`config.mk`:
```
export PLATFORM = sky130hd
export DESIGN_NAME = bimo_front
export DESIGN_NICKNAME = d
export VERILOG_FILES = /design/src/rtl/bimo_pkg.sv /design/src/rtl/bimo_front.sv
export SDC_FILE = /design/constraint.sdc
export NUM_CORES = 1
export LEC_CHECK = 0
export ABC_AREA = 1
export CORE_AREA = 4 4 56 58
export CTS_BUF_LIST = sky130_fd_sc_hd__clkbuf_4
export CTS_CLUSTER_SIZE = 8
export DETAILED_ROUTE_END_ITERATION = 10
export DIE_AREA = 0 0 60 62
export DONT_BUFFER_PORTS = 1
export SETUP_SLACK_MARGIN = 0.5
export SKIP_CTS_REPAIR_TIMING = 1
export SYNTH_ARGS = -nofsm -noshare
export SYNTH_HDL_FRONTEND = slang
export SYNTH_SLANG_ARGS = --single-unit
```
`constraint.sdc`:
```
create_clock -name i_clk -period 3.73 [get_ports i_clk]
set_clock_uncertainty 0.2 [all_clocks]
set_input_delay 0.373 -clock i_clk [delete_from_list [all_inputs] [get_ports i_clk]]
set_output_delay 0.373 -clock i_clk [all_outputs]
set_load 0.02 [all_outputs]
```
`src/rtl/bimo_pkg.sv`:
```
`default_nettype none

package bimo_pkg;

    localparam int MAX_N      = 32;
    localparam int ROW_W      = 32;
    localparam int OVL_W      = 11;
    localparam int N_W        = $clog2(MAX_N + 1);
    localparam int IDX_W      = (MAX_N > 1) ? $clog2(MAX_N) : 1;
    localparam int RAM_AW     = IDX_W + 1;
    localparam int RAM_DEPTH  = 2 ** RAM_AW;
    localparam int PC_W       = $clog2(ROW_W + 1);
    localparam int ACC_W      = $clog2(MAX_N * ROW_W + 1);
    localparam int SAT_W      = (ACC_W > OVL_W) ? ACC_W : OVL_W;
    localparam int OVL_HIGH   = (MAX_N * ROW_W > (2 ** OVL_W) - 1) ?
                                ((2 ** OVL_W) - 1) : (MAX_N * ROW_W);
    localparam logic [SAT_W-1:0] OVL_MAX = SAT_W'((2 ** OVL_W) - 1);

    typedef struct packed {
        logic [ROW_W-1:0] row_first;
        logic [ROW_W-1:0] row_second;
        logic             last_row;
    } t_in_word;

    typedef struct packed {
        logic [OVL_W-1:0] max_overlap;
        logic             too_many_rows;
    } t_out_word;

    typedef struct packed {
        logic [ROW_W-1:0] first;
        logic [ROW_W-1:0] second;
    } t_row_pair;

    typedef struct packed {
        logic              we;
        logic [RAM_AW-1:0] addr;
        t_row_pair         data;
    } t_row_wr;

    typedef struct packed {
        logic           bank;
        logic [N_W-1:0] n;
        logic           ovf;
    } t_job;

    typedef struct packed {
        logic valid;
        logic bank;
    } t_release;

    function automatic logic [PC_W-1:0] popcount(input logic [ROW_W-1:0] v);
        logic [PC_W-1:0] c;
        c = '0;
        for (int k = 0; k < ROW_W; k++) begin
            c = c + PC_W'(v[k]);
        end
        return c;
    endfunction

    // Columns at or above the image size are masked off.
    function automatic logic [ROW_W-1:0] row_keep(input logic [N_W-1:0] n);
        logic [ROW_W-1:0] k;
        if (int'(n) >= ROW_W) begin
            k = '1;
        end else begin
            k = (ROW_W'(1) << n) - ROW_W'(1);
        end
        return k;
    endfunction

endpackage

`default_nettype wire

```
`src/rtl/bimo_front.sv`:
```
`default_nettype none

module bimo_front import bimo_pkg::*; (
    input  wire logic     i_clk,
    input  wire logic     i_rst_n,
    input  wire logic     i_in_valid,
    output logic          o_in_stall,
    input  wire t_in_word i_in_word,
    output t_row_wr       o_wr,
    output logic          o_push,
    output t_job          o_job,
    input  wire t_release i_release
);

    logic [N_W-1:0] r_rows, n_rows;
    logic           r_ovf, n_ovf;
    logic           r_wbank, n_wbank;
    logic [1:0]     r_busy, n_busy;

    logic           accept;
    logic           room;
    logic [N_W-1:0] rows_after;

    // A bank stays busy from its last row until the search over it is done.
    assign o_in_stall = r_busy[r_wbank];
    assign accept     = i_in_valid && !o_in_stall;
    assign room       = r_rows < N_W'(MAX_N);
    assign rows_after = room ? (r_rows + N_W'(1)) : r_rows;

    assign o_wr.we          = accept && room;
    assign o_wr.addr        = {r_wbank, r_rows[IDX_W-1:0]};
    assign o_wr.data.first  = i_in_word.row_first;
    assign o_wr.data.second = i_in_word.row_second;

    assign o_push   = accept && i_in_word.last_row;
    assign o_job.bank = r_wbank;
    assign o_job.n    = rows_after;
    assign o_job.ovf  = r_ovf || !room;

    always_comb begin
        n_rows  = r_rows;
        n_ovf   = r_ovf;
        n_wbank = r_wbank;
        n_busy  = r_busy;
        if (i_release.valid) begin
            n_busy[i_release.bank] = 1'b0;
        end
        if (accept) begin
            n_rows = rows_after;
            n_ovf  = r_ovf || !room;
            if (i_in_word.last_row) begin
                n_rows          = '0;
                n_ovf           = 1'b0;
                n_busy[r_wbank] = 1'b1;
                n_wbank         = !r_wbank;
            end
        end
    end

    always_ff @(posedge i_clk) begin
        if (!i_rst_n) begin
            r_rows  <= '0;
            r_ovf   <= 1'b0;
            r_wbank <= 1'b0;
            r_busy  <= '0;
        end else begin
            r_rows  <= n_rows;
            r_ovf   <= n_ovf;
            r_wbank <= n_wbank;
            r_busy  <= n_busy;
        end
    end

endmodule

`default_nettype wire

```
Yosys cells after proc, flatten, opt, wreduce, memory -nomap -nowiden
Index checks and enable logic that the tools add are counted.
{"block": "op_classes", "n_addsub": 1, "order_cmp": 5, "muxes": 12, "n_bitwise": 3, "n_reduce_logical": 10}
{"cell": "$mux 6", "n": 2}
{"cell": "$add 6x1->6 const B", "n": 1}
{"cell": "$lt 6x6->1 const B", "n": 1}
{"cell": "$mux 2", "n": 3}
{"cell": "$logic_and 1x1->1", "n": 5}
{"cell": "$mux 1", "n": 5}
{"cell": "$lt 1x2->1 const B", "n": 2}
{"cell": "$logic_not 1->1", "n": 3}
{"cell": "$and 2x2->2", "n": 1}
{"cell": "$demux 1 s1", "n": 2}
{"cell": "$ge 1x1->1 const B", "n": 2}
{"cell": "$not 2->2", "n": 1}
{"cell": "$or 2x2->2", "n": 1}
{"cell": "$reduce_and 2->1", "n": 1}
{"cell": "$logic_or 1x1->1", "n": 1}
{"block": "totals", "register_bits": 10, "in_bits": 70, "output_inout_bits": 81, "word_cells": 35}

Longest topological paths before layout
Gate-level depths: netlist (run 1).
{"block": "depth", "ltp_word": 10, "ltp_mapped": 7, "mapped_depth_nobuf": 7}

Least setup slack after synthesis (run 1)
No wires, ideal clock.
{"block": "synth_timing", "path_type": "flip-flop to output port", "start": "register r_rows[0]", "end": "output port o_job[3] (netlist bit)", "arrival_time_ns": 1.031, "required_time_ns": 3.157, "setup_slack_ns": 2.126, "path_stages_with_launch": 4, "n_path_buf": 0, "path_cell_list": "dfxtp_1 ha_1 nand2_2 xnor2_1"}
{"item": "from (decl)", "line_no": "bimo_front.sv:15", "text": "logic [N_W-1:0] r_rows, n_rows;"}
{"item": "from (signal assigned)", "line_no": "bimo_front.sv:67", "text": "r_rows <= n_rows;"}
{"item": "to (decl)", "line_no": "bimo_front.sv:11", "text": "output t_job o_job,"}

==> metrics.txt, run 1 <==
All-Layer GR Usage roughly a tenth; DRC violations left 0; DR WL/cell 15.5 um; Die Wd about 60 um; Area growth syn-to-layout -43.8%; total clock sinks 10; final worst-path cycle share approximately three fifths; Leak Pwr between 0.0002 and 0.0003 uW; syn nets 220; Synth Instances ~150; pin count of the biggest net entering global routing 9; Worst setup SP type register; Worst Tran Pin Value 594 ps; Layout fillers between 300 and 400; Cell Area, Synth between 1000 and 1500 um^2; ys flop type dfxtp_1; #FFs+latches synth 10; worst r2r src r_rows[0]; RSZ-0062 raised after global routing no; largest cells by area after synthesis buf_4, dfxtp_1, nand2_1; worst hold path type in2reg; worst path bufs/invs 0; Max-Slew Margin vs Limit around 60%; CP Cell Sequence ha_1 > nand2_2 > xnor2_1; cell area after layout ~600 um^2; vias per std cell 5.25; crit path launch r_rows[0]; HP Start i_rst_n; initial DRC count 12; VDD IR-drop max 0.213 mV; number of synthesized flops with an enable pin 0; fraction of layout cells with a size suffix above 1 13.4%; Final setup viols 0; syn avg cell area roughly 7.2 um^2; top post-synthesis cells by count buf_4, nand2_1, dfxtp_1; area post-placement around 570 um^2; fin. max-slew vios 0; GRT overflow 0; Worst-Skew Late Latency 270 ps; Top Family by Delay on Critical Path flip-flops; WP data required approximately 3200 ps; ys async rst share 0%; Peak Freq about 460 MHz; TritonCTS clock tree done; r2r setup slk 1850 ps; critical-path maximum fanout 6; chip height roughly 62 um; crit path DAT 1610 ps; Cell Pwr Density around 370 nW/um^2; Clock transition at path regs about 70 ps; setup_tns 0 ps; core area around 2700 um^2; total CTS buffers 3; DRT Pass-1 Iters 2; # nets final 154; die footprint around 3700 um^2; post-layout min period 2180 ps; n_diodes 0; CP Capture Type primary output; Setup CP Type reg2out; initial core utilization 40.1%; IO Count about 150; CTS H-tree lvls 1; Max Root-Sink Buffers 2; Yosys warning count 0; routability cong. roughly 0.82; Min Hold Slack a little under 50 ps; Final Hold Fails 0; vias in the first global route a little under 600; IO buf count 0; Unique masters post-synth 18; Slowest-stage cell, CP dfxtp_1; status completed; Antenna Violating Nets Remaining 0; Vias ~590; antenna violations before repair 0; DRT Wirelength ~1700 um; Final HPWL DP approximately 1400 um; CP max stage delay approximately 550 ps; final core occ 22.5%; post-synth top area cell buf_4; CTS root buffer clkbuf_4; sequential area share after synthesis around a fifth; Synth top area share 49.9%; most common cell in the netlist buf_4; number of max-cap violations 0; number of placement rows 19; first-pass GRT wire length ~2700 um
==> through the flow <==
| stage | cells | worst slack, ps | total power (uW) |
|---|---|---|---|
| floorplan | 149 | 2130 | 243 |
| global placement | 109 | 1840 | 144 |
| detailed placement | 109 | 1810 | 144 |
| CTS | 113 | 1510 | 224 |
| global route | 113 | 1440 | 232 |
| finish | 113 | 1550 | 219 |
==> kinds of logic after synthesis <==
group / share of synthesized area [%]
AO/OA/AOI/OAI: 5.39
XOR/XNOR: 0.821
adder cells (fa/ha/maj): 1.17
buffers and inverters: 53.1
flip-flops: 18.8
AND/OR/NAND/NOR: 20.8
==> flip-flops by register name, summed over array words and instances, names as in the netlist <==
| signal | count |
|---|---|
| r_rows | 6 |
| r_ovf | 1 |
| r_wbank | 1 |
| r_busy | 2 |
==> cells in the final DEF, fill, tap and decap left out, drive strengths merged, types with 2 or more instances in the layout <==
master,synthesis,final
nand4,3,3
inv,9,9
nand3,2,2
nand2,31,31
clkbuf,0,3
a21oi,9,9
nor2,9,9
dfxtp,10,10
==> area by class of cell <==
class	instances	area [um^2]	area share [%]
Clock buffer	3	22.5	3.76
Sequential cell	10	200	33.4
Clock inverter	1	3.75	0.626
Inverter	9	33.8	5.64
Tap cell	31	38.8	6.47
Multi-Input combinational cell	59	300	50.1
==> power breakdown <==
part	internal, uW	switching, uW	leakage (uW)
clock network	38.7	38.9	0.0000154
registers	110	7.02	0.0000811
logic	6.34	18.3	0.000156
total	155	64.3	0.000253
==> path summary, 6_finish.rpt <==
path | endpoint | cells past startpoint
hold / removal | r_rows[5] | 2
setup reg to reg | r_rows[2] | 5
hold reg to reg | r_ovf | 2
setup / recovery | o_job[3] | 3
==> metal layers <==
metal,global-route usage [%],vias up,share of wire [%]
li1,-,256,-
met3,10.3,22,22
met2,13.6,63,43
met4,6.33,0,4.2
met5,0,-,0
met1,8.16,252,30
Note: power is estimated with default switching activity, not from simulation.
==> run 2, diff against run 1 <==
--- a/config.mk
+++ b/config.mk
@@ -5,7 +5,7 @@
 export SDC_FILE = /design/constraint.sdc
 export NUM_CORES = 1
 export LEC_CHECK = 0
-export ABC_AREA = 1
+export ABC_AREA = 0
 export CORE_AREA = 4 4 56 58
 export CTS_BUF_LIST = sky130_fd_sc_hd__clkbuf_4
 export CTS_CLUSTER_SIZE = 8
==> constraint.sdc (replaced) <==
create_clock -name i_clk -period 1.8 [get_ports i_clk]
set_clock_uncertainty 0.2 [all_clocks]
set_input_delay 0.18 -clock i_clk [delete_from_list [all_inputs] [get_ports i_clk]]
set_output_delay 0.18 -clock i_clk [all_outputs]
set_load 0.02 [all_outputs]
==> run 2 against run 1 <==
Against the previous run:
- the flow now finishes with violations (hold timing, setup timing)
- utilization grew 11 points
- combinational power rose to 3.3 times the previous value
- hold slack got worse by 88 ps
- global-route usage grew 2.9 points
- non-clock buffer count grew 17
- critical endpoint is now o_wr[70]
- largest power group unchanged
==> metrics.txt, run 2 <==
vias in the first global route 587 (+0.86%); Synth Instances 137 (-8.1%); Cell Pwr Density 535 nW/um^2 (+47%); Worst-Skew Late Latency 260 ps (about the same); first-pass GRT wire length 3350 um (+26%); vias per std cell 5.93 (+13%); Final Hold Fails 4 (+4); status finished with violations; fin. max-slew vios 0 (unchanged); final worst-path cycle share 101%; adder-cell share of the synthesized area 1.13% (-0.046 points); routability cong. 0.721 (-13%); pin count of the biggest net entering global routing 13 (+4); placed cells 98 (-10%); WP data required 1420 ps (-1740 ps); antenna violations before repair 0 (unchanged); Min Hold Slack -39.6 ps (-87.9 ps); Reg2Reg Depth 4 (-1); final setup margin -17.6 ps (-1560 ps); Worst setup SP type register; crit path DAT 1440 ps (-170 ps); Area growth syn-to-layout -18.7%; DRT Wirelength 2730 um (+56%); most frequent cells in the layout buf_4, a21oi_1, nand2_1, dlygate4sd3_1, dfxtp_1; worst hold path type in2reg; non-filler cells, final 115 (+1.8%); Compound-Gate Fraction of Synth Area 11.1% (+5.8 points); initial DRC count 50 (+38); Cell Area, Synth 1110 um^2 (+4.1%); Synth Area in XOR/XNOR 3.15% (+2.3 points); Peak Freq between 500 and 600 MHz; IO Count 151 (unchanged); Die Wd 60 um (unchanged); Unique masters post-synth 30 (+12); initial core utilization 41.7% (+1.6 points); DRT Pass-1 Iters 4 (+2); max reg flops 6 (unchanged); number of placement rows 19 (unchanged); Final HPWL DP 2140 um (+49%); #FFs+latches synth 10 (unchanged); post-layout min period between 1500 and 2000 ps; fraction of layout cells with a size suffix above 1 48.8% (+35 points); total clock sinks 10 (unchanged); mux contribution to synthesized area 3.04% (+3.0 points); Max Root-Sink Buffers 2 (unchanged); Layout fillers 268 (-14%); IO buf count 0 (unchanged); most common cell after layout, fill and taps aside buf_4; cell area after layout 903 um^2 (+51%); syn avg cell area 8.11 um^2 (+13%); main combinational cell family by area after synthesis buffers and inverters; core area 2660 um^2 (unchanged); critical-path maximum fanout 6 (unchanged); CTS root buffer clkbuf_4; RSZ-0062 raised after global routing yes; most common cell in the netlist buf_4; VDD IR-drop max 0.283 mV (+33%); failing checks hold timing, setup timing; Largest regs r_rows (6), r_busy (2); post-synth top area cell buf_4; Clock transition at path regs 70 ps (about the same); number of max-cap violations 0 (unchanged); ys flop type dfxtp_1; die footprint 3720 um^2 (unchanged); sequential area share after synthesis 18.0% (-0.74 points); total CTS buffers 3 (unchanged); Vias 682 (+15%); DRC violations left 0 (unchanged); DR WL/cell 23.8 um (+54%); All-Layer GR Usage 12.5% (+2.9 points); Yosys warning count 0 (unchanged); # nets final 156 (+1.3%); hold path cells 2 (unchanged); syn nets 208 (-5.5%); Setup CP Type reg2out; number of synthesized flops with an enable pin 0 (unchanged); Leak Pwr 0.000389 uW (+54%); Antenna Violating Nets Remaining 0 (unchanged); top post-synthesis cells by count buf_4, dfxtp_1, a21oi_1; CTS H-tree lvls 1 (unchanged); GRT overflow 0 (unchanged); Synth top area share 48.6% (-1.3 points); post-synthesis simple-gate area fraction 12.0% (-8.7 points); Top reg by flops r_rows; Final setup viols 1 (+1); Worst Tran Pin Value 375 ps (-219 ps); chip height 62 um (unchanged); largest cells by area after synthesis buf_4, dfxtp_1, a21oi_1; ys async rst share 0% (unchanged); Max-Slew Margin vs Limit 74.9% (+15 points); CP Capture Type primary output; area post-placement 689 um^2 (+20%); TritonCTS clock tree done; n_diodes 0 (unchanged)
run 2: cell count changes after synthesis, sizes merged, moves of 3 or more:
cell / previous run / this run
xnor2: 1 / 4
buf: 71 / 74
a41o: 0 / 4
nand2: 31 / 5
inv: 9 / 6
nor2: 9 / 1
run 2: per-layer routing:
layer / vias to the layer above / part of all wire [%] / GRT usage [%]
li1: 279 / - / -
met1: 305 / 25 / 8.81
met2: 84 / 51 / 21.0
met3: 14 / 21 / 11.8
met4: 0 / 3.5 / 8.54
met5: - / 0 / 0
run 2: where the power goes:
| group | switching (uW) | internal [uW] |
|---|---|---|
| sequential | 19.1 | 224 |
| clock | 78.7 | 80.1 |
| combinational | 46.7 | 35.2 |
| total | 144 | 339 |
run 2: area by class of cell:
| type | instances | area [um^2] | area share [%] |
|---|---|---|---|
| Sequential cell | 10 | 216 | 24.0 |
| Timing Repair Buffer | 17 | 148 | 16.3 |
| Multi-Input combinational cell | 47 | 449 | 49.7 |
| Inverter | 6 | 25.0 | 2.77 |
| Clock buffer | 3 | 22.5 | 2.49 |
| Tap cell | 31 | 38.8 | 4.29 |
| Clock inverter | 1 | 3.75 | 0.416 |
run 2: path summary, 6_finish.rpt:
path / endpoint / start / slack [ps]
setup reg to reg: r_rows[2] / r_wbank / 200
hold reg to reg: r_busy[1] / r_busy[1] / 310
hold / removal: r_ovf / i_in_valid / -40
setup / recovery: o_wr[70] / r_wbank / -20
run 2: cells by family after synthesis:
group,after synthesis
AO/OA/AOI/OAI,18
buffers and inverters,80
multiplexers,2
AND/OR/NAND/NOR,22
flip-flops,10
XOR/XNOR,4
adder cells (fa/ha/maj),1
run 2: metrics by stage:
| step | util (%) | setup TNS [ps] | setup WS, ps | total power, uW | hold slack (ps) |
|---|---|---|---|---|---|
| 2_1_floorplan | - | 0 | 369 | 517 | 143 |
| 3_3_place_gp | 25.9 | 0 | 189 | 306 | 136 |
| 3_5_place_dp | 25.9 | 0 | 174 | 308 | 146 |
| 4_1_cts | 26.9 | -255 | -124 | 469 | -144 |
| 5_1_grt | 33.9 | -167 | -78.4 | 513 | -6.61 |
| 6_report | 33.9 | -17.6 | -17.6 | 483 | -39.6 |
run 2: critical path: stages (launching register included):
cell     delay, ps
dfxtp_4        460
mux2i_4        350
inv_4          120
nor3_4         240
==> run 3, diff against run 2 <==
--- a/config.mk
+++ b/config.mk
@@ -12,6 +12,7 @@
 export DETAILED_ROUTE_END_ITERATION = 10
 export DIE_AREA = 0 0 60 62
 export DONT_BUFFER_PORTS = 1
+export REMOVE_ABC_BUFFERS = 1
 export SETUP_SLACK_MARGIN = 0.5
 export SKIP_CTS_REPAIR_TIMING = 1
 export SYNTH_ARGS = -nofsm -noshare
==> run 3 against run 2 <==
Against the previous run:
- the run ends with hold timing left
- sequential cell count did not move
- via count increased by 10%
- die area unchanged
- count of clock-buffer cells in the layout unchanged
- total power up 4.1%
- sequential share of layout area down 0.82 points
- global-route usage increased by 22 points
- cell count increased by 3.5%
- critical path type unchanged
==> metrics.txt, run 3 (same netlist as run 2, synthesis figures left out) <==
most common cell after layout, fill and taps aside buf_4; sequential cell area 218 um^2 (+0.58%); chip height 62 um (unchanged); VDD IR-drop max 0.307 mV (+8.2%); final worst-path cycle share 97.2% (-3.8 points); Layout fillers 270 (+0.75%); TritonCTS clock tree done; r2r setup slk 90 ps (-110 ps); most frequent cells in the layout buf_4, a21oi_1, nand2_1; HP Start i_in_valid; non-filler cells, final 119 (+3.5%); initial core utilization 41.7% (unchanged); max reg flops 6 (unchanged); Worst-Skew Late Latency 260 ps (about the same); Max-Slew Margin vs Limit 81.7% (+6.8 points); worst path bufs/invs 1 (unchanged); Clock transition at path regs 70 ps (about the same); hold path cells 2 (unchanged); All-Layer GR Usage 34.4% (+22 points); Max Root-Sink Buffers 2 (unchanged); Final setup viols 0 (-1); antenna violations before repair 0 (unchanged); hold endpoint r_rows[1]; IO Count 151 (unchanged); routability cong. 1.11 (+53%); CP Cell Sequence ha_4 > nand4b_1 > xnor2_2 > buf_4; worst r2r src r_wbank; multi-input combinational cell area 443 um^2 (-1.4%); Top Family by Delay on Critical Path flip-flops; DRT Wirelength 6770 um (+150%); core area 2660 um^2 (unchanged); critical-path maximum fanout 2 (-4); DRC violations left 0 (unchanged); Area growth syn-to-layout -15.3%; Final HPWL DP 6060 um (+180%); fraction of layout cells with a size suffix above 1 54.5% (+5.7 points); DRT Pass-1 Iters 4 (unchanged); post-layout min period 1750 ps (-67.6 ps); setup_tns 0 ps (+17.6 ps); Peak Freq 571 MHz (+3.9%); die footprint 3720 um^2 (unchanged); worst hold path type in2reg; failing checks hold timing; Die Wd 60 um (unchanged); WP data required 1420 ps (about the same); Top reg by flops r_rows; Leak Pwr 0.000416 uW (+6.8%); pre-CTS setup slack 159 ps (-15.2 ps); CTS H-tree lvls 1 (unchanged); CP max stage delay 370 ps (-90 ps); n_diodes 0 (unchanged); Cell Pwr Density 535 nW/um^2 (about the same); Reg-to-Reg End r_rows[0]; # nets final 160 (+2.6%); CTS root buffer clkbuf_4; CP Capture Type primary output; number of placement rows 19 (unchanged); Antenna Violating Nets Remaining 0 (unchanged); Largest regs r_rows (6), r_busy (2); vias in the first global route 705 (+20%); number of max-cap violations 0 (unchanged); Vias 752 (+10%); first-pass GRT wire length 7620 um (+130%); pin count of the biggest net entering global routing 11 (-2); DR WL/cell 56.9 um (+140%); fin. max-slew vios 0 (unchanged); Min Hold Slack -115 ps (-75.5 ps); Worst Tran Pin Value 272 ps (-103 ps); total clock sinks 10 (unchanged); Worst setup SP type register; RSZ-0062 raised after global routing yes; crit path DAT 1370 ps (-70 ps); Reg2Reg Depth 5 (+1); total CTS buffers 3 (unchanged); GRT overflow 0 (unchanged); Final Hold Fails 8 (+4); placed cells 106 (+8.2%); IO buf count 0 (unchanged); initial DRC count 33 (-34%); vias per std cell 6.32 (+6.6%); final setup margin 50.1 ps (+67.6 ps); status finished with violations; Slowest-stage cell, CP dfxtp_4; Setup CP Type reg2out
[run 3: worst max path at each step]
stage / start / cells after the start / to
global route: r_rows[0] / 4 / o_job[5]
floorplan: r_wbank / 3 / o_wr[70]
detailed placement: r_wbank / 4 / o_wr[70]
CTS: r_wbank / 4 / o_wr[70]
global placement: r_wbank / 4 / o_wr[70]
finish: r_rows[0] / 4 / o_job[5]
[run 3: final cells by class]
cell class	instances	area share, %
flip-flops and latches	10	23.1
clock buffers	3	2.39
well taps	31	4.12
clock inverters	1	0.399
inverters	6	2.39
repair buffers	21	20.5
multi-input cells	47	47.1
[run 3: power by group]
part	leakage [uW]	switching (uW)	internal, uW
clock	0.0000154	81.2	80.1
combinational	0.000315	60.4	48.4
sequential	0.0000851	9.81	224
total	0.000416	151	352
[run 3: per-layer routing]
metal | share of wire, % | GRT usage, % | up-vias | wire, um
met3 | 25 | 42.1 | 24 | 1710
met4 | 6.6 | 22.5 | 2 | 445
met2 | 51 | 59.6 | 103 | 3430
met1 | 17 | 16.4 | 334 | 1160
li1 | - | - | 289 | -
met5 | 0.33 | 7.14 | - | 22
[run 3: stage by stage]
step	total power, uW	cell area (um^2)	util [%]
after floorplan	292	562	-
after global placement	314	691	25.9
after detailed placement	316	691	25.9
after CTS	477	717	26.9
after global routing	529	941	35.3
final	504	941	35.3
